**config.mk**
```make
export PLATFORM = sky130hd
export DESIGN_NAME = tgadec_ctrl
export DESIGN_NICKNAME = d
export VERILOG_FILES = /design/src/tgadec_pkg.sv /design/src/tgadec_ctrl.sv
export SDC_FILE = /design/constraint.sdc
export NUM_CORES = 1
export LEC_CHECK = 0
export BUFFER_PORTS_ARGS = -buffer_cell sky130_fd_sc_hd__buf_2
export CORE_AREA = 2 2 39 41
export DETAILED_ROUTE_END_ITERATION = 16
export DIE_AREA = 0 0 41 43
export PLACE_DENSITY = 0.86
export REMOVE_ABC_BUFFERS = 1
export SYNTH_ARGS = -nofsm -noshare
export SYNTH_HDL_FRONTEND = slang
export SYNTH_SLANG_ARGS = --single-unit
```
**constraint.sdc**
```tcl
create_clock -name clk -period 2.3 [get_ports clk]
set_input_delay 0.46 -clock clk [delete_from_list [all_inputs] [get_ports clk]]
set_output_delay 0.46 -clock clk [all_outputs]
set_load 0.005 [all_outputs]
```
**src/tgadec_pkg.sv**
```systemverilog
// ---------------------------------------------------------------------------
// tgadec_pkg
// Shared constants, codes and control/status bundles of the Targa decoder.
// ---------------------------------------------------------------------------
`default_nettype none

package tgadec_pkg;

  // Largest pixel the decoder packs, in bytes
  localparam int MAX_PIXEL_BYTES_DEF = 4;

  // Header byte positions
  localparam logic [4:0] HDR_TYPE      = 5'd2;
  localparam logic [4:0] HDR_WIDTH_LO  = 5'd12;
  localparam logic [4:0] HDR_WIDTH_HI  = 5'd13;
  localparam logic [4:0] HDR_HEIGHT_LO = 5'd14;
  localparam logic [4:0] HDR_HEIGHT_HI = 5'd15;
  localparam logic [4:0] HDR_DEPTH     = 5'd16;
  localparam logic [4:0] HDR_LAST      = 5'd17;

  // Image type codes
  localparam logic [7:0] TYPE_RAW = 8'd2;
  localparam logic [7:0] TYPE_RLE = 8'd10;

  // Packet head decoding
  localparam logic [8:0] RUN_BIAS = 9'd127;
  localparam logic [7:0] RUN_MAX  = 8'd128;

  typedef enum logic [2:0] {
    ST_WORKING  = 3'd0,
    ST_COMPLETE = 3'd1,
    ST_BAD_TYPE = 3'd2,
    ST_BAD_SIZE = 3'd3,
    ST_OVERRUN  = 3'd4,
    ST_IGNORED  = 3'd5
  } status_t;

  // What the result beat carries
  typedef enum logic [1:0] {
    OUT_NONE,
    OUT_PIXEL,
    OUT_RUN
  } out_kind_t;

  typedef struct packed {
    logic      restart;
    logic      hdr_step;
    logic      hdr_final;
    logic      head_load;
    logic      gather;
    logic      data_pix;
    logic      run_start;
    logic      expand_step;
    logic      emit;
    out_kind_t out_kind;
    status_t   status;
    logic      last;
  } dp_cmd_t;

  typedef struct packed {
    logic hdr_is_type;
    logic type_ok;
    logic hdr_final;
    logic size_bad;
    logic area_zero;
    logic is_rle;
    logic overrun;
    logic head_is_run;
    logic gather_done;
    logic data_left_zero;
    logic packet_end;
    logic run_left_zero;
    logic rem_more;
    logic out_free;
  } dp_stat_t;

endpackage

`default_nettype wire

```
**src/tgadec_ctrl.sv**
```systemverilog
// ---------------------------------------------------------------------------
// tgadec_ctrl
// Decoder controller: parse phase sequencing, input handshake, and the
// run expansion that holds the input while copies go out.
// ---------------------------------------------------------------------------
`default_nettype none

module tgadec_ctrl (
  input  logic                 clk,
  input  logic                 rst_n,
  input  logic                 in_valid,
  input  logic                 in_restart,
  output logic                 in_ready,
  output tgadec_pkg::dp_cmd_t  cmd,
  input  tgadec_pkg::dp_stat_t stat
);
  import tgadec_pkg::*;

  typedef enum logic [2:0] {
    S_HEADER,
    S_HEAD,
    S_DATA,
    S_RUN,
    S_EXPAND,
    S_DONE,
    S_ERROR
  } state_t;

  state_t state_r, state_nxt, cur;
  logic   done_r, done_nxt;
  logic   accept;

  assign in_ready = stat.out_free && (state_r != S_EXPAND);
  assign accept   = in_valid && in_ready;
  assign cur      = in_restart ? S_HEADER : state_r;

  // Next state and datapath commands
  always_comb begin
    cmd          = '0;
    cmd.out_kind = OUT_NONE;
    cmd.status   = ST_WORKING;
    cmd.last     = 1'b1;
    state_nxt    = state_r;
    done_nxt     = done_r;
    if (accept) begin
      cmd.emit    = 1'b1;
      cmd.restart = in_restart;
      case (cur)
        S_HEADER: begin
          cmd.hdr_step = 1'b1;
          if (stat.hdr_is_type && !stat.type_ok) begin
            state_nxt  = S_ERROR;
            cmd.status = ST_BAD_TYPE;
          end else if (stat.hdr_final) begin
            if (stat.size_bad) begin
              state_nxt  = S_ERROR;
              cmd.status = ST_BAD_SIZE;
            end else begin
              cmd.hdr_final = 1'b1;
              if (stat.area_zero) begin
                state_nxt  = S_DONE;
                cmd.status = ST_COMPLETE;
              end else begin
                state_nxt = stat.is_rle ? S_HEAD : S_DATA;
              end
            end
          end else begin
            state_nxt = S_HEADER;
          end
        end
        S_HEAD: begin
          if (stat.overrun) begin
            state_nxt  = S_ERROR;
            cmd.status = ST_OVERRUN;
          end else begin
            cmd.head_load = 1'b1;
            state_nxt     = stat.head_is_run ? S_RUN : S_DATA;
          end
        end
        S_DATA: begin
          cmd.gather = 1'b1;
          if (stat.gather_done) begin
            cmd.data_pix = 1'b1;
            cmd.out_kind = OUT_PIXEL;
            if (stat.is_rle) begin
              if (stat.packet_end) begin
                state_nxt = stat.data_left_zero ? S_DONE : S_HEAD;
              end
            end else if (stat.data_left_zero) begin
              state_nxt = S_DONE;
            end
            if ((stat.is_rle && stat.packet_end && stat.data_left_zero) ||
                (!stat.is_rle && stat.data_left_zero)) begin
              cmd.status = ST_COMPLETE;
            end
          end
        end
        S_RUN: begin
          cmd.gather = 1'b1;
          if (stat.gather_done) begin
            cmd.run_start = 1'b1;
            cmd.out_kind  = OUT_RUN;
            done_nxt      = stat.run_left_zero;
            if (stat.rem_more) begin
              state_nxt = S_EXPAND;
              cmd.last  = 1'b0;
            end else begin
              state_nxt  = stat.run_left_zero ? S_DONE : S_HEAD;
              cmd.status = stat.run_left_zero ? ST_COMPLETE : ST_WORKING;
            end
          end
        end
        S_DONE:  cmd.status = ST_IGNORED;
        S_ERROR: cmd.status = ST_IGNORED;
        default: cmd.status = ST_IGNORED;
      endcase
    end else if ((state_r == S_EXPAND) && stat.out_free) begin
      // one more beat of copies
      cmd.emit        = 1'b1;
      cmd.expand_step = 1'b1;
      cmd.out_kind    = OUT_RUN;
      if (stat.rem_more) begin
        cmd.last = 1'b0;
      end else begin
        state_nxt  = done_r ? S_DONE : S_HEAD;
        cmd.status = done_r ? ST_COMPLETE : ST_WORKING;
      end
    end
  end

  always_ff @(posedge clk) begin
    if (!rst_n) begin
      state_r <= S_HEADER;
      done_r  <= 1'b0;
    end else begin
      state_r <= state_nxt;
      done_r  <= done_nxt;
    end
  end

  // A result beat is only built when the result register can take it
  a_emit_free: assert property (@(posedge clk) disable iff (!rst_n)
    cmd.emit |-> stat.out_free)
    else $error("result beat built while result register busy");

  // Expansion is entered only from a run packet
  a_expand_entry: assert property (@(posedge clk) disable iff (!rst_n)
    $rose(state_r == S_EXPAND) |-> ($past(state_r) == S_RUN))
    else $error("expansion entered from wrong phase");

  // A new byte and an expansion beat never share a cycle
  a_no_overlap: assert property (@(posedge clk) disable iff (!rst_n)
    !(accept && cmd.expand_step))
    else $error("byte taken during run expansion");

  // The final copy beat leaves expansion
  a_expand_exit: assert property (@(posedge clk) disable iff (!rst_n)
    (cmd.expand_step && cmd.last) |=> (state_r != S_EXPAND))
    else $error("expansion did not end after last beat");

endmodule

`default_nettype wire

```
==> impl_metrics.py, run 1 <==
metrics = {
    "clocking": {
        "clock_latency_ns": 0.23,
        "numCtsBuffers": 3,
        "htree_levels": 1,
        "cts.sink_count": 4,
        "cts_tree": "yes",
        "post_cts_resized": 0,
        "clockBufferDepth": 2,
        "cts-root-buf": "clkbuf_4",
        "cts.reportedPaths.clkPinSlew_ns": 0.04,
        "ctsHoldBuffers": 0,
        "cts_setup_buffers": 0,
    },
    "yosys": {
        "syn_avg_cell_area_sq_um": 6.27,
        "synth_area_sq_um": 546,
        "async_flop_share_pct": 0,
        "synth-edff-count": 0,
        "yosys_warnings": 0,
        "ys_seq_area_share_pct": 14.7,
        "ys_ff_latch": 4,
        "ys_types": 35,
        "ys.flop_type": "dfxtp_1",
        "synthCells": 87,
    },
    "layout": {
        "final_nets": 140,
        "syn_to_final_growth_pct": 35.8,
        "layout-drive-gt1-share_pct": 35.0,
        "instances_no_fill": 136,
        "design_area_sq_um": 741,
        "antenna_cells": 0,
        "fillers": 143,
    },
    "global_routing": {
        "grt_pass1_wl_um": 2530,
        "grt_overflow": 0,
        "grt_use_met3_pct": 5.76,
        "grt_busiest_layer": "met2",
        "antenna_found_initial": 0,
        "grtUsageMet1_pct": 25.6,
        "met2_usage_pct": 32.5,
        "grt_pass1_vias": 616,
        "grt_max_degree": 12,
        "grt_usage_pct": 20.0,
    },
    "placed_design": {
        "port_buffers": 33,
        "place_congestion": 0.921,
        "place_area_sq_um": 718,
        "hpwlAfterDp_um": 1340,
        "dp_cells": 133,
    },
    "floorplan": {
        "start_util_pct": 39.4,
        "die_h_um": 43,
        "rows": 14,
        "io_pins": 34,
        "coreArea_sq_um": 1380,
        "die_x_um": 41,
        "dieArea_sq_um": 1760,
    },
    "sta": {
        "fmax_ghz": 0.469,
        "rsz0062_at_grt": "no",
        "setup_viol": 0,
        "drv_slew": 0,
        "worstMarginPinSlew_ns": 0.357,
        "finalSetupTns_ns": 0,
        "slew_headroom_pct": 76.2,
        "fin_crit_ns": 2.13,
        "finClkSkew_ns": 0.00222,
        "hold_slack_ns": 0.505,
        "finalHoldViolations": 0,
        "timing.final.crit_share_pct": 92.7,
    },
    "critical_path": {
        "r2r_end": "state_r[0]",
        "ff2ff_path_depth": 4,
        "crit_type": "register to primary output",
        "crit_fanout": 10,
        "critPathArrivalTime_ns": 1.67,
        "r2r_setup_slack_ns": 0.57,
        "worstReg2RegStart": "state_r[1]",
        "startpoint_type": "register",
        "end_kind": "primary output",
        "worstPathRequired_ns": 1.84,
    },
    "detailed_routing": {
        "drt-pass1-iter-count": 4,
        "route.detailed.drc": 0,
        "wl_per_cell_um": 12.2,
        "via_per_inst": 5.66,
        "drtAntennaViolNets": 0,
        "drt_wl_total_um": 1660,
        "vias": 770,
        "initialDrtViolationCount": 25,
    },
    "min_path": {
        "min_to": "state_r[2]",
        "min_from": "done_r",
        "min_path_cells": 2,
        "hold_class": "register to register",
    },
    "outcome": {
        "status": "completed",
    },
    "power": {
        "ir_drop_uv": 192,
        "leakagePower_nw": 0.380,
        "p_total_w": 0.000262,
        "cellPowerDensity_nw_per_um2": 354,
    },
    "flow_run": {
        "drv_cap": 0,
    },
}
cell families (layout without fill, tap and decap cells):
kind of cell	after synthesis	count (layout)	synth area share [%]
mux	3	3	5.50
simple gates	48	48	46.1
compound gates	24	24	27.3
buf+inv	8	41	6.42
flops	4	4	14.7
per-layer routing:
metal / wire length, um / share of wire [%]
met3: 174 / 11
met5: 0 / 0
met4: 0 / 0
met1: 670 / 40
met2: 811 / 49
sequential cells by signal, summed over array words and instances (netlist names):
name and flops:
state_r 3, done_r 1
critical path, cell delays in order (launching register included):
cell	delay, ns
dfxtp_1	0.52
nor2_2	0.12
a21oi_1	0.29
nand4_1	0.22
nand2_1	0.13
nand2_1	0.05
buf_2	0.12
stage by stage:
stage / worst slack [ns] / util, %
5_1_grt: 0.000707 / 53.5
2_1_floorplan: 0.610 / -
3_5_place_dp: 0.339 / 51.9
6_report: 0.168 / 53.5
3_3_place_gp: 0.420 / 51.9
4_1_cts: 0.197 / 53.5
worst max-delay path by stage:
stage / from / endpoint / slack (ns) / cells past startpoint
final: state_r[0] / cmd[0] / 0.17 / 6
after detailed placement: stat[0] / cmd[0] / 0.34 / 7
after global routing: state_r[0] / cmd[0] / 0.0007 / 6
after CTS: state_r[1] / cmd[0] / 0.20 / 6
after global placement: in_restart / cmd[0] / 0.42 / 7
after floorplan: state_r[0] / cmd[0] / 0.61 / 5
layout make-up:
| cell class | count | area, sq um | share of cell area [%] |
|---|---|---|---|
| Inverter | 4 | 15.0 | 2.03 |
| Timing Repair Buffer | 34 | 173 | 23.3 |
| Sequential cell | 4 | 80.1 | 10.8 |
| Multi-Input combinational cell | 75 | 430 | 58.1 |
| Clock buffer | 3 | 22.5 | 3.04 |
| Tap cell | 16 | 20.0 | 2.70 |
synth_stat cells, drive strengths merged (2+ instances only):
library cell	instances	share of area (%)
inv	4	2.8
buf	3	2.8
nor4	2	2.3
nor3	3	2.8
a31oi	3	3.4
nor2	12	8.7
dfxtp	4	15
nor2b	3	3.4
nand2	11	7.6
nand4	3	3.4
and2	2	2.5
nand2b	2	2.8
nand3	3	2.8
o21ai	8	7.3
a21oi	5	4.6
mux2i	3	5.5
where the power goes:
part | total, W | leakage [nW] | switching, W | internal [W]
Clock | 0.0000848 | 0.0138 | 0.0000266 | 0.0000582
Sequential | 0.0000822 | 0.0326 | 0.00000907 | 0.0000732
Combinational | 0.0000954 | 0.334 | 0.0000522 | 0.0000433
Total | 0.000262 | 0.380 | 0.0000878 | 0.000175
cells in the final DEF (no fill, tap or decap):
cell type  instances
a211oi_1           1
a21o_1             1
nand4_1            3
buf_4              1
or2_2              1
and2_1             1
buf_2             33
nor2_2             1
nand2b_1           1
a211o_1            1
o21ai_0            8
nand2b_2           1
mux2i_1            3
nor3b_1            1
and2_2             1
dfxtp_1            4
or4_1              1
nor3_1             3
nand3b_1           1
nor4bb_1           1
o22ai_1            1
nand2_1           11
or3b_1             1
and3_1             1
nand3_1            3
a21oi_1            5
clkbuf_4           3
nor4_1             2
o32a_2             1
nor2_1            11
inv_1              4
o311ai_1           1
a31oi_1            3
a21boi_0           1
nor2b_1            3
o31ai_1            1
(Power assumes the default switching activity.)
==> run 2: changes to the inputs <==
--- a/config.mk
+++ b/config.mk
@@ -10,7 +10,6 @@
 export DETAILED_ROUTE_END_ITERATION = 16
 export DIE_AREA = 0 0 41 43
 export PLACE_DENSITY = 0.86
-export REMOVE_ABC_BUFFERS = 1
 export SYNTH_ARGS = -nofsm -noshare
 export SYNTH_HDL_FRONTEND = slang
 export SYNTH_SLANG_ARGS = --single-unit
==> impl_metrics.py, run 2 (synthesized netlist as in run 1, its figures left out) <==
metrics = {
    "detailed_routing": {
        "initialDrtViolationCount": 23,
        "wl_per_cell_um": 12.4,
        "route.detailed.drc": 0,
        "vias": 811,
        "drt-pass1-iter-count": 4,
        "via_per_inst": 5.96,
        "drt_wl_total_um": 1690,
        "drtAntennaViolNets": 0,
    },
    "critical_path": {
        "worst_path_max_delay_cell": "dfxtp_1",
        "end_kind": "primary output",
        "worstPathRequired_ns": 1.84,
        "cp_common_cell": "nand2_1",
        "slowest_delay_ns": 0.53,
        "cp_cell_sequence": "nor2_2 > a21oi_1 > nand4_1 > nand2_1 > nand2_1 > buf_2",
        "startpoint_type": "register",
        "crit_type": "register to primary output",
        "critPathArrivalTime_ns": 1.68,
        "crit_fanout": 11,
        "ff2ff_path_depth": 4,
    },
    "floorplan": {
        "coreArea_sq_um": 1380,
        "start_util_pct": 39.4,
        "io_pins": 34,
        "die_x_um": 41,
        "die_h_um": 43,
        "rows": 14,
        "dieArea_sq_um": 1760,
    },
    "power": {
        "ir_drop_uv": 249,
        "cellPowerDensity_nw_per_um2": 355,
        "leakagePower_nw": 0.380,
    },
    "sta": {
        "worstMarginPinSlew_ns": 0.363,
        "finClkSkew_ns": 0.00279,
        "timing.final.crit_share_pct": 93.0,
        "rsz0062_at_grt": "no",
        "fmax_ghz": 0.468,
        "setup_viol": 0,
        "slew_headroom_pct": 75.8,
        "fin_crit_ns": 2.14,
        "finalSetupTns_ns": 0,
        "finalHoldViolations": 0,
        "drv_slew": 0,
    },
    "layout": {
        "largest_reg_flops": 3,
        "instances_no_fill": 136,
        "layout-drive-gt1-share_pct": 35.0,
        "final_nets": 140,
        "regMostFlops": "state_r",
        "design_area_sq_um": 741,
        "final_cell_mix": "33 x buf_2, 11 x nand2_1, 11 x nor2_1, 8 x o21ai_0, 5 x a21oi_1",
        "reg_top3": "state_r: 3 flops, done_r: 1 flops",
        "syn_to_final_growth_pct": 35.8,
        "antenna_cells": 0,
        "final_common_cell": "buf_2",
    },
    "global_routing": {
        "grt_max_degree": 14,
        "grt_usage_pct": 21.5,
        "grt_pass1_wl_um": 2730,
        "antenna_found_initial": 0,
        "grt_pass1_vias": 667,
        "grt_overflow": 0,
    },
    "clocking": {
        "cts.sink_count": 4,
        "clock_latency_ns": 0.23,
        "cts-root-buf": "clkbuf_4",
        "clockBufferDepth": 2,
        "cts.reportedPaths.clkPinSlew_ns": 0.04,
        "cts_setup_buffers": 0,
        "htree_levels": 1,
        "numCtsBuffers": 3,
        "ctsHoldBuffers": 0,
        "cts_tree": "yes",
        "post_cts_resized": 0,
    },
    "placed_design": {
        "place_congestion": 0.939,
        "dp_cells": 133,
        "place_area_sq_um": 718,
        "hpwlAfterDp_um": 1380,
        "port_buffers": 33,
    },
    "outcome": {
        "status": "completed",
    },
    "min_path": {
        "hold_class": "register to register",
        "min_path_cells": 2,
    },
    "flow_run": {
        "drv_cap": 0,
    },
    "yosys": {
        "synth_fp_nets": 105,
    },
}
==> run 2: cell counts in the layout (fill, tap and decap cells not counted) <==
Identical to the previous run, type by type.
==> run 2: worst paths after layout <==
kind / start / end / slack [ns]
hold / removal: done_r / state_r[2] / 0.51
hold reg to reg: done_r / state_r[2] / 0.51
setup / recovery: state_r[1] / cmd[0] / 0.16
setup reg to reg: state_r[1] / state_r[0] / 0.57
==> run 2: routing by layer <==
| layer | GRT usage, % | vias up | part of all wire, % |
|---|---|---|---|
| li1 | - | 389 | - |
| met1 | 27.7 | 361 | 41 |
| met2 | 33.8 | 59 | 47 |
| met3 | 6.28 | 2 | 11 |
| met4 | 5.33 | 0 | 0.24 |
| met5 | 0 | - | 0 |
==> run 2: area by class of cell <==
| cell class | instances | area (sq um) |
|---|---|---|
| timing repair buffer | 34 | 173 |
| clock buffer | 3 | 22.5 |
| inverter | 4 | 15.0 |
| multi-input combinational | 75 | 430 |
| sequential | 4 | 80.1 |
| fill | 140 | 643 |
| tap | 16 | 20.0 |
==> run 2: through the flow <==
step	total power (W)	utilization, %	hold slack (ns)	setup WS [ns]
6_report	0.000263	53.5	0.507	0.162
5_1_grt	0.000286	53.5	0.527	0.00296
4_1_cts	0.000265	53.5	0.511	0.187
3_5_place_dp	0.000178	51.9	0.498	0.310
3_3_place_gp	0.000175	51.9	0.496	0.365
2_1_floorplan	0.000135	-	0.461	0.632
==> run 2: worst max-delay path, delay by kind of cell, from the launching register on <==
family                 cells  cell delay, ns
DFF                        1            0.53
buffers and inverters      1            0.12
and+or+nand+nor            4            0.51
AOI/OAI and AO/OA          1            0.28
==> run 2: report_power, final <==
part           switching (W)  internal (W)   total, W
registers         0.00000626     0.0000732  0.0000794
logic              0.0000554     0.0000434  0.0000987
clock network      0.0000268     0.0000582  0.0000850
