File: src/tgadec_pkg.sv
// ---------------------------------------------------------------------------
// tgadec_pkg
// Shared constants, codes and control/status bundles of the Targa decoder.
// ---------------------------------------------------------------------------
`default_nettype none

package tgadec_pkg;

  // Largest pixel the decoder packs, in bytes
  localparam int MAX_PIXEL_BYTES_DEF = 4;

  // Header byte positions
  localparam logic [4:0] HDR_TYPE      = 5'd2;
  localparam logic [4:0] HDR_WIDTH_LO  = 5'd12;
  localparam logic [4:0] HDR_WIDTH_HI  = 5'd13;
  localparam logic [4:0] HDR_HEIGHT_LO = 5'd14;
  localparam logic [4:0] HDR_HEIGHT_HI = 5'd15;
  localparam logic [4:0] HDR_DEPTH     = 5'd16;
  localparam logic [4:0] HDR_LAST      = 5'd17;

  // Image type codes
  localparam logic [7:0] TYPE_RAW = 8'd2;
  localparam logic [7:0] TYPE_RLE = 8'd10;

  // Packet head decoding
  localparam logic [8:0] RUN_BIAS = 9'd127;
  localparam logic [7:0] RUN_MAX  = 8'd128;

  typedef enum logic [2:0] {
    ST_WORKING  = 3'd0,
    ST_COMPLETE = 3'd1,
    ST_BAD_TYPE = 3'd2,
    ST_BAD_SIZE = 3'd3,
    ST_OVERRUN  = 3'd4,
    ST_IGNORED  = 3'd5
  } status_t;

  // What the result beat carries
  typedef enum logic [1:0] {
    OUT_NONE,
    OUT_PIXEL,
    OUT_RUN
  } out_kind_t;

  typedef struct packed {
    logic      restart;
    logic      hdr_step;
    logic      hdr_final;
    logic      head_load;
    logic      gather;
    logic      data_pix;
    logic      run_start;
    logic      expand_step;
    logic      emit;
    out_kind_t out_kind;
    status_t   status;
    logic      last;
  } dp_cmd_t;

  typedef struct packed {
    logic hdr_is_type;
    logic type_ok;
    logic hdr_final;
    logic size_bad;
    logic area_zero;
    logic is_rle;
    logic overrun;
    logic head_is_run;
    logic gather_done;
    logic data_left_zero;
    logic packet_end;
    logic run_left_zero;
    logic rem_more;
    logic out_free;
  } dp_stat_t;

endpackage

`default_nettype wire

File: src/tgadec_out_if.sv
// ---------------------------------------------------------------------------
// tgadec_out_if
// Result channel of the decoder: up to two pixels plus header info per beat.
// ---------------------------------------------------------------------------
`default_nettype none

interface tgadec_out_if;
  logic        valid;
  logic        ready;
  logic [31:0] pixel_first;
  logic [31:0] pixel_second;
  logic [1:0]  pixel_count;
  logic [15:0] image_width;
  logic [15:0] image_height;
  logic [7:0]  pixel_bits;
  logic [2:0]  status;
  logic        last;

  modport source (
    output valid, output pixel_first, output pixel_second, output pixel_count,
    output image_width, output image_height, output pixel_bits, output status,
    output last, input ready
  );
  modport sink (
    input valid, input pixel_first, input pixel_second, input pixel_count,
    input image_width, input image_height, input pixel_bits, input status,
    input last, output ready
  );
endinterface

`default_nettype wire

File: src/tgadec_dp.sv
// ---------------------------------------------------------------------------
// tgadec_dp
// Decoder datapath: header fields, pixel gathering, packet and run counters,
// and the result register.
// ---------------------------------------------------------------------------
`default_nettype none

module tgadec_dp #(
  parameter int MAX_PIXEL_BYTES = tgadec_pkg::MAX_PIXEL_BYTES_DEF
) (
  input  logic                  clk,
  input  logic                  rst_n,
  input  tgadec_pkg::dp_cmd_t   cmd,
  output tgadec_pkg::dp_stat_t  stat,
  input  logic [7:0]            data_byte,
  tgadec_out_if.source          out_bus
);
  import tgadec_pkg::*;

  localparam logic [4:0] MaxSize = 5'(MAX_PIXEL_BYTES);

  // Header registers
  logic [4:0]  hcount_r, hcount_nxt, hcount_eff;
  logic        is_rle_r, is_rle_nxt;
  logic [15:0] width_r, width_nxt, width_eff;
  logic [15:0] height_r, height_nxt, height_eff;
  logic [7:0]  bits_r, bits_nxt, bits_eff;

  // Image and packet counters
  logic [31:0] pix_left_r, pix_left_nxt;
  logic [7:0]  pkt_left_r, pkt_left_nxt;

  // Pixel gathering
  logic [MAX_PIXEL_BYTES-1:0][7:0] lanes_r, lanes_nxt;
  logic [1:0]  idx_r, idx_nxt;
  logic [4:0]  size;
  logic [31:0] pix;

  // Run expansion
  logic [31:0] run_pix_r, run_pix_src;
  logic [7:0]  rem_r, rem_src, rem_after, run_n;
  logic [1:0]  chunk_c;

  // Derived values
  logic [8:0]  head_n;
  logic [31:0] pix_left_dec, pix_left_sub;
  logic [7:0]  pkt_dec;

  // Result register
  logic        out_valid_r;
  logic [31:0] out_first_r, out_second_r;
  logic [1:0]  out_count_r;
  logic [15:0] out_width_r, out_height_r;
  logic [7:0]  out_bits_r;
  status_t     out_status_r;
  logic        out_last_r;

  // Header byte capture; a restart byte sees the reset values
  always_comb begin
    hcount_eff = cmd.restart ? 5'd0  : hcount_r;
    width_eff  = cmd.restart ? 16'd0 : width_r;
    height_eff = cmd.restart ? 16'd0 : height_r;
    bits_eff   = cmd.restart ? 8'd0  : bits_r;
    hcount_nxt = hcount_r;
    is_rle_nxt = is_rle_r;
    width_nxt  = width_r;
    height_nxt = height_r;
    bits_nxt   = bits_r;
    if (cmd.hdr_step) begin
      width_nxt  = width_eff;
      height_nxt = height_eff;
      bits_nxt   = bits_eff;
      hcount_nxt = (hcount_eff >= HDR_LAST) ? hcount_eff : hcount_eff + 5'd1;
      case (hcount_eff)
        HDR_TYPE:      is_rle_nxt = (data_byte == TYPE_RLE);
        HDR_WIDTH_LO:  width_nxt  = {width_eff[15:8], data_byte};
        HDR_WIDTH_HI:  width_nxt  = {data_byte, width_eff[7:0]};
        HDR_HEIGHT_LO: height_nxt = {height_eff[15:8], data_byte};
        HDR_HEIGHT_HI: height_nxt = {data_byte, height_eff[7:0]};
        HDR_DEPTH:     bits_nxt   = data_byte;
        default:       ;
      endcase
    end
  end

  // Pixel assembly: earlier lanes of this pixel plus the current byte
  assign size = bits_r[7:3];
  always_comb begin
    pix       = '0;
    lanes_nxt = lanes_r;
    for (int i = 0; i < MAX_PIXEL_BYTES; i++) begin
      if (2'(i) < idx_r) begin
        pix[8*i +: 8] = lanes_r[i];
      end else if (2'(i) == idx_r) begin
        pix[8*i +: 8] = data_byte;
        if (cmd.gather) begin
          lanes_nxt[i] = data_byte;
        end
      end
    end
  end

  // Packet head length: literal c+1, run c-127
  assign head_n = data_byte[7] ? ({1'b0, data_byte} - RUN_BIAS) : ({1'b0, data_byte} + 9'd1);

  // Counter updates
  assign pix_left_dec = (pix_left_r == 32'd0) ? 32'd0 : pix_left_r - 32'd1;
  assign pkt_dec      = (pkt_left_r == 8'd0) ? 8'd0 : pkt_left_r - 8'd1;
  assign run_n        = (pkt_left_r > RUN_MAX) ? RUN_MAX : pkt_left_r;
  assign pix_left_sub = (pix_left_r >= {24'd0, run_n}) ? pix_left_r - {24'd0, run_n} : 32'd0;

  // Run chunking: two copies per beat while enough remain
  assign rem_src     = cmd.run_start ? run_n : rem_r;
  assign run_pix_src = cmd.run_start ? pix : run_pix_r;
  assign chunk_c     = (rem_src >= 8'd2) ? 2'd2 : rem_src[1:0];
  assign rem_after   = rem_src - {6'd0, chunk_c};

  always_comb begin
    pix_left_nxt = pix_left_r;
    pkt_left_nxt = pkt_left_r;
    idx_nxt      = idx_r;
    if (cmd.hdr_final) begin
      pix_left_nxt = width_r * height_r;
      idx_nxt      = 2'd0;
    end
    if (cmd.head_load) begin
      pkt_left_nxt = head_n[7:0];
      idx_nxt      = 2'd0;
    end
    if (cmd.gather) begin
      idx_nxt = stat.gather_done ? 2'd0 : idx_r + 2'd1;
    end
    if (cmd.data_pix) begin
      pix_left_nxt = pix_left_dec;
      pkt_left_nxt = pkt_dec;
    end
    if (cmd.run_start) begin
      pix_left_nxt = pix_left_sub;
      pkt_left_nxt = 8'd0;
    end
  end

  // Status toward the controller
  always_comb begin
    stat.hdr_is_type    = (hcount_eff == HDR_TYPE);
    stat.type_ok        = (data_byte == TYPE_RAW) || (data_byte == TYPE_RLE);
    stat.hdr_final      = (hcount_eff >= HDR_LAST);
    stat.size_bad       = (size == 5'd0) || (size > MaxSize);
    stat.area_zero      = (width_r == 16'd0) || (height_r == 16'd0);
    stat.is_rle         = is_rle_r;
    stat.overrun        = (pix_left_r < {23'd0, head_n});
    stat.head_is_run    = data_byte[7];
    stat.gather_done    = (({3'd0, idx_r} + 5'd1) >= size);
    stat.data_left_zero = (pix_left_dec == 32'd0);
    stat.packet_end     = (pkt_dec == 8'd0);
    stat.run_left_zero  = (pix_left_sub == 32'd0);
    stat.rem_more       = (rem_after != 8'd0);
    stat.out_free       = !out_valid_r || out_bus.ready;
  end

  // Control registers
  always_ff @(posedge clk) begin
    if (!rst_n) begin
      hcount_r    <= 5'd0;
      is_rle_r    <= 1'b0;
      width_r     <= 16'd0;
      height_r    <= 16'd0;
      bits_r      <= 8'd0;
      idx_r       <= 2'd0;
      out_valid_r <= 1'b0;
    end else begin
      hcount_r <= hcount_nxt;
      is_rle_r <= is_rle_nxt;
      width_r  <= width_nxt;
      height_r <= height_nxt;
      bits_r   <= bits_nxt;
      idx_r    <= idx_nxt;
      if (cmd.emit) begin
        out_valid_r <= 1'b1;
      end else if (out_bus.ready) begin
        out_valid_r <= 1'b0;
      end
    end
  end

  // Payload registers
  always_ff @(posedge clk) begin
    pix_left_r <= pix_left_nxt;
    pkt_left_r <= pkt_left_nxt;
    lanes_r    <= lanes_nxt;
    if (cmd.run_start || cmd.expand_step) begin
      rem_r <= rem_after;
    end
    if (cmd.run_start) begin
      run_pix_r <= pix;
    end
    if (cmd.emit) begin
      out_width_r  <= width_nxt;
      out_height_r <= height_nxt;
      out_bits_r   <= bits_nxt;
      out_status_r <= cmd.status;
      out_last_r   <= cmd.last;
      case (cmd.out_kind)
        OUT_PIXEL: begin
          out_first_r  <= pix;
          out_second_r <= 32'd0;
          out_count_r  <= 2'd1;
        end
        OUT_RUN: begin
          out_first_r  <= (chunk_c != 2'd0) ? run_pix_src : 32'd0;
          out_second_r <= (chunk_c == 2'd2) ? run_pix_src : 32'd0;
          out_count_r  <= chunk_c;
        end
        default: begin
          out_first_r  <= 32'd0;
          out_second_r <= 32'd0;
          out_count_r  <= 2'd0;
        end
      endcase
    end
  end

  assign out_bus.valid        = out_valid_r;
  assign out_bus.pixel_first  = out_first_r;
  assign out_bus.pixel_second = out_second_r;
  assign out_bus.pixel_count  = out_count_r;
  assign out_bus.image_width  = out_width_r;
  assign out_bus.image_height = out_height_r;
  assign out_bus.pixel_bits   = out_bits_r;
  assign out_bus.status       = out_status_r;
  assign out_bus.last         = out_last_r;

endmodule

`default_nettype wire

File: src/flat_wrapper.sv
// flat-port wrapper written by rule: the top's interface ports become plain ports
module tgadec_dp_flat import tgadec_pkg::*;
#(
  parameter int MAX_PIXEL_BYTES = tgadec_pkg::MAX_PIXEL_BYTES_DEF
)
  (clk, rst_n, cmd, stat, data_byte, out_bus_valid, out_bus_pixel_first, out_bus_pixel_second, out_bus_pixel_count, out_bus_image_width, out_bus_image_height, out_bus_pixel_bits, out_bus_status, out_bus_last, out_bus_ready);
  tgadec_out_if out_bus_i ();
  input  logic clk;
  input  logic rst_n;
  input  tgadec_pkg::dp_cmd_t cmd;
  output tgadec_pkg::dp_stat_t stat;
  input  logic [7:0] data_byte;
  output wire logic [$bits(out_bus_i.valid)-1:0] out_bus_valid;
  output wire logic [$bits(out_bus_i.pixel_first)-1:0] out_bus_pixel_first;
  output wire logic [$bits(out_bus_i.pixel_second)-1:0] out_bus_pixel_second;
  output wire logic [$bits(out_bus_i.pixel_count)-1:0] out_bus_pixel_count;
  output wire logic [$bits(out_bus_i.image_width)-1:0] out_bus_image_width;
  output wire logic [$bits(out_bus_i.image_height)-1:0] out_bus_image_height;
  output wire logic [$bits(out_bus_i.pixel_bits)-1:0] out_bus_pixel_bits;
  output wire logic [$bits(out_bus_i.status)-1:0] out_bus_status;
  output wire logic [$bits(out_bus_i.last)-1:0] out_bus_last;
  input wire logic [$bits(out_bus_i.ready)-1:0] out_bus_ready;
  assign out_bus_valid = out_bus_i.valid;
  assign out_bus_pixel_first = out_bus_i.pixel_first;
  assign out_bus_pixel_second = out_bus_i.pixel_second;
  assign out_bus_pixel_count = out_bus_i.pixel_count;
  assign out_bus_image_width = out_bus_i.image_width;
  assign out_bus_image_height = out_bus_i.image_height;
  assign out_bus_pixel_bits = out_bus_i.pixel_bits;
  assign out_bus_status = out_bus_i.status;
  assign out_bus_last = out_bus_i.last;
  assign out_bus_i.ready = out_bus_ready;
  tgadec_dp #(.MAX_PIXEL_BYTES(MAX_PIXEL_BYTES)) u_core (.clk(clk), .rst_n(rst_n), .cmd(cmd), .stat(stat), .data_byte(data_byte), .out_bus(out_bus_i));
endmodule
File: config.mk
export PLATFORM = sky130hd
export DESIGN_NAME = tgadec_dp_flat
export DESIGN_NICKNAME = d
export VERILOG_FILES = /design/src/tgadec_pkg.sv /design/src/tgadec_out_if.sv /design/src/tgadec_dp.sv /design/src/flat_wrapper.sv
export SDC_FILE = /design/constraint.sdc
export NUM_CORES = 1
export LEC_CHECK = 0
export BUFFER_PORTS_ARGS = -buffer_cell sky130_fd_sc_hd__buf_2
export CAP_MARGIN = 20
export CORE_MARGIN = 2
export CORE_UTILIZATION = 53
export CTS_BUF_LIST = sky130_fd_sc_hd__clkbuf_2
export CTS_CLUSTER_DIAMETER = 60
export DETAILED_ROUTE_END_ITERATION = 8
export PLACE_DENSITY = 0.71
export SYNTH_ARGS = -nofsm -noshare
export SYNTH_HDL_FRONTEND = slang
export SYNTH_SLANG_ARGS = --single-unit
File: constraint.sdc
create_clock -name clk -period 13.2 [get_ports clk]
set_clock_uncertainty 0.1 [all_clocks]
set_input_delay 2.64 -clock clk [delete_from_list [all_inputs] [get_ports clk]]
set_output_delay 2.64 -clock clk [all_outputs]
set_load 0.02 [all_outputs]
==> impl_metrics.json <==
{
  "status": "finished clean",
  "rr_startpoint": "u_core.height_r[3]",
  "hold_viol": 0,
  "worst_pin_slew_ps": 1040,
  "fillers": 3472,
  "insertion_delay_ps": 890,
  "required_ps": 10460,
  "path_cells": "buf_4 > mux2i_1 > a311oi_1 > o211ai_1 > buf_4 > nand2_1 > ha_1 > nor4_1 > xor2_1 > or4_1 > nor4_1 > nand2b_1 > buf_2",
  "synthMostInstantiatedCell": "inv_1",
  "p_clk_share_pct": 26.9,
  "grt_pass1_vias": 17592,
  "rsz0062_at_grt": "no",
  "synth-xor-area-share_pct": 2.84,
  "track_usage_pct": 28.7,
  "cts_resized": 0,
  "slew_viol_final": 0,
  "nNetsFinal": 2756,
  "synthCells": 2301,
  "fin_util_pct": 58.3,
  "syn_area_per_cell_sq_um": 9.39,
  "synth_compound_area_share_pct": 10.7,
  "crit_type": "primary input to primary output",
  "max-vdd-ir-drop_v": 0.0000810,
  "p_seq_share_pct": 46.0,
  "yosys.area_share.simple_pct": 19.6,
  "synth_top_area_share_pct": 24.2,
  "async_flop_share_pct": 0,
  "ys_dominant_reg_cell": "edfxtp_1",
  "synthMuxAreaShare_pct": 1.14,
  "worst_path_largest_cell_delay_ps": 440,
  "end_kind": "primary output",
  "synthTopCellsByArea": "edfxtp_1 (24%), fa_1 (18%), dfxtp_1 (8.2%)",
  "slowest_stage": "mux2i_1",
  "reg2reg_slack_ps": 5980,
  "syn_area_sq_um": 21600,
  "power.density_nw_per_um2": 98.1,
  "hold_depth": 2,
  "cts_buffers": 67,
  "leakage_nw": 10.7,
  "synth-seq-area-share_pct": 32.4,
  "gr-total-overflow": 0,
  "dr.pass1.iters": 5,
  "swShare_pct": 36.5,
  "yosys_warnings": 0,
  "syn_to_final_growth_pct": 7.84,
  "core_area_sq_um": 40000,
  "yosys-top-cells-count": "inv_1 (269), nand2_1 (250), fa_1 (195), edfxtp_1 (174), nor2_1 (169)",
  "h-tree-depth": 3,
  "ant_nets": 0,
  "min-delay-start": "u_core.is_rle_r",
  "grt_max_degree": 95,
  "cp_max_fo": 39,
  "ctsLongestPathBuffers": 3,
  "drive_above_1_share_pct": 12.1,
  "synth_top_family_by_area": "adder cells",
  "io_pins": 151,
  "holdBufCountCts": 0,
  "grt_pass1_wl_um": 95400,
  "viasPerCell": 5.85,
  "cts_tree": "yes",
  "clkSinkCount": 263,
  "worstHoldPathType": "flop to flop",
  "syn_nets": 2662,
  "drt_iter0_drc": 1557,
  "ys_seq_elements": 263,
  "layout_min_cycle_time_ps": 8600,
  "chipHeight_um": 206,
  "dr_total_vias": 17387,
  "drc": 0,
  "synth_area_leader_cell": "edfxtp_1",
  "max_slew_margin_pct": 30.9,
  "place_hpwl_um": 42400,
  "maxCapViolCount": 0,
  "postRouteWirelength_um": 59000,
  "io_buffers": 150,
  "place_congestion": 0.977,
  "wl_per_cell_um": 19.8,
  "crit_arrival_ps": 5860,
  "post_cts_buffers": 0,
  "yosys.area_share.adder_pct": 26.2,
  "synth_cell_types": 75,
  "tns_ps": 0,
  "antenna_found_initial": 1,
  "cp_num_buf_inv": 3,
  "netSwitchingPower_uw": 834,
  "r2r_cells": 19,
  "std_cell_rows": 73,
  "initial_core_util_pct": 54.0,
  "die_area_sq_um": 42400,
  "cts-root-buf": "clkbuf_2",
  "die_w_um": 206,
  "post-route-period-util_pct": 65.1,
  "startpoint_type": "primary input",
  "r2r_end": "u_core.pix_left_r[30]",
  "internal_power_mw": 1.45,
  "combPwrFrac_pct": 27.1,
  "max_clock_freq_ghz": 0.116,
  "setup_viol": 0,
  "crit_family": "simple AND/OR/NAND/NOR gates",
  "min_to": "u_core.is_rle_r",
  "synth_edf_count": 174,
  "path_clk_slew_ps": 130
}
worst max path at each step:
stage,start,endpoint,slack (ps),depth (start not counted)
finish,cmd[8],stat[1],4600,13
global route,cmd[8],stat[1],4360,13
CTS,cmd[8],stat[1],4660,13
detailed placement,cmd[8],stat[1],4680,13
global placement,cmd[8],stat[1],4810,13
floorplan,cmd[8],stat[1],5020,13
layout make-up:
class / count / area, sq um / share of cell area [%]
Timing Repair Buffer: 161 / 878 / 3.77
Clock inverter: 23 / 186 / 0.800
Multi-Input combinational cell: 1633 / 13100 / 56.1
Inverter: 269 / 1010 / 4.33
Clock buffer: 99 / 495 / 2.13
Antenna cell: 1 / 2.50 / 0.0107
Tap cell: 525 / 657 / 2.82
Sequential cell: 263 / 7010 / 30.1
flip-flops by register name, indices dropped and copies added, names as in the netlist, 16 cells and up:
signal / flops
u_core.out_bus.pixel_first: 32
u_core.out_bus.image_width: 16
u_core.out_bus.image_height: 16
u_core.run_pix_r: 32
u_core.height_r: 16
u_core.width_r: 16
u_core.pix_left_r: 32
u_core.lanes_r: 24
u_core.out_bus.pixel_second: 32
power by group through the flow:
stage          registers [mW]  clock network (mW)  logic [mW]
3_3_place_gp             1.07                   0       0.591
5_1_grt                  1.06               0.669       0.674
2_1_floorplan            1.04                   0       0.446
6_report                 1.05               0.614       0.620
3_5_place_dp             1.07                   0       0.602
4_1_cts                  1.05               0.628       0.605
per-layer routing:
| layer | vias up | global-route usage [%] | part of all wire [%] |
|---|---|---|---|
| li1 | 7944 | - | - |
| met1 | 8503 | 40.3 | 43 |
| met2 | 794 | 45.3 | 46 |
| met3 | 146 | 4.87 | 7.5 |
| met4 | 0 | 9.64 | 3.0 |
| met5 | - | 0 | 0 |
placed cells by master (no fill, tap or decap), types with 9 or more instances in the layout:
cell type  instances
and2_1           164
or2_2              9
fa_1             195
clkinv_1          13
nand2_1          250
a31oi_1           12
nor2b_1           16
ha_1             140
a22oi_1           12
nand4_1           12
a2bb2oi_1         16
a211oi_1          11
or4_1             13
xnor2_1           41
o21ai_0           74
o22ai_1           18
nand2b_1          20
buf_4             11
buf_2            148
nor4_1            30
and3_1            54
nand3_1           29
edfxtp_1         174
a21o_1            22
xor2_1            29
clkbuf_2          99
or3_1             11
a22o_1            17
inv_1            269
a21oi_1          106
nor2_1           169
mux2i_1           19
nor3_1            41
dfxtp_1           89
worst reg2reg max path, cell delays in order, from the launching register on:
cell and delay [ps]:
dfxtp_1 890, nand2_1 210, fa_1 630, fa_1 470, fa_1 460, fa_1 550
inv_1 50, fa_1 490, inv_1 60, fa_1 580, inv_1 60, ha_1 340
and2_1 200, a221o_1 320, a21oi_1 170, a21oi_1 170, a211o_1 330, o21ai_0 450
nor4_1 130, nor4bb_1 370
kinds of logic after synthesis:
kind of cell / count (synthesis)
DFF: 263
adders and majority gates: 335
buffers and inverters: 405
muxes: 24
AOI/OAI and AO/OA: 358
xor gates and xnor gates: 70
other: 1
and+or+nand+nor: 845
metrics by stage:
| stage | instances | cell area [sq um] | hold slack [ps] | power [mW] | setup WS [ps] |
|---|---|---|---|---|---|
| 2_1_floorplan | 2301 | 21600 | 332 | 1.48 | 5020 |
| 3_3_place_gp | 2849 | 22600 | 365 | 1.66 | 4810 |
| 3_5_place_dp | 2850 | 22600 | 377 | 1.67 | 4680 |
| 4_1_cts | 2972 | 23300 | 392 | 2.28 | 4660 |
| 5_1_grt | 2974 | 23300 | 405 | 2.40 | 4360 |
| 6_report | 2974 | 23300 | 394 | 2.29 | 4600 |
Power figures use the tool's default switching activity.
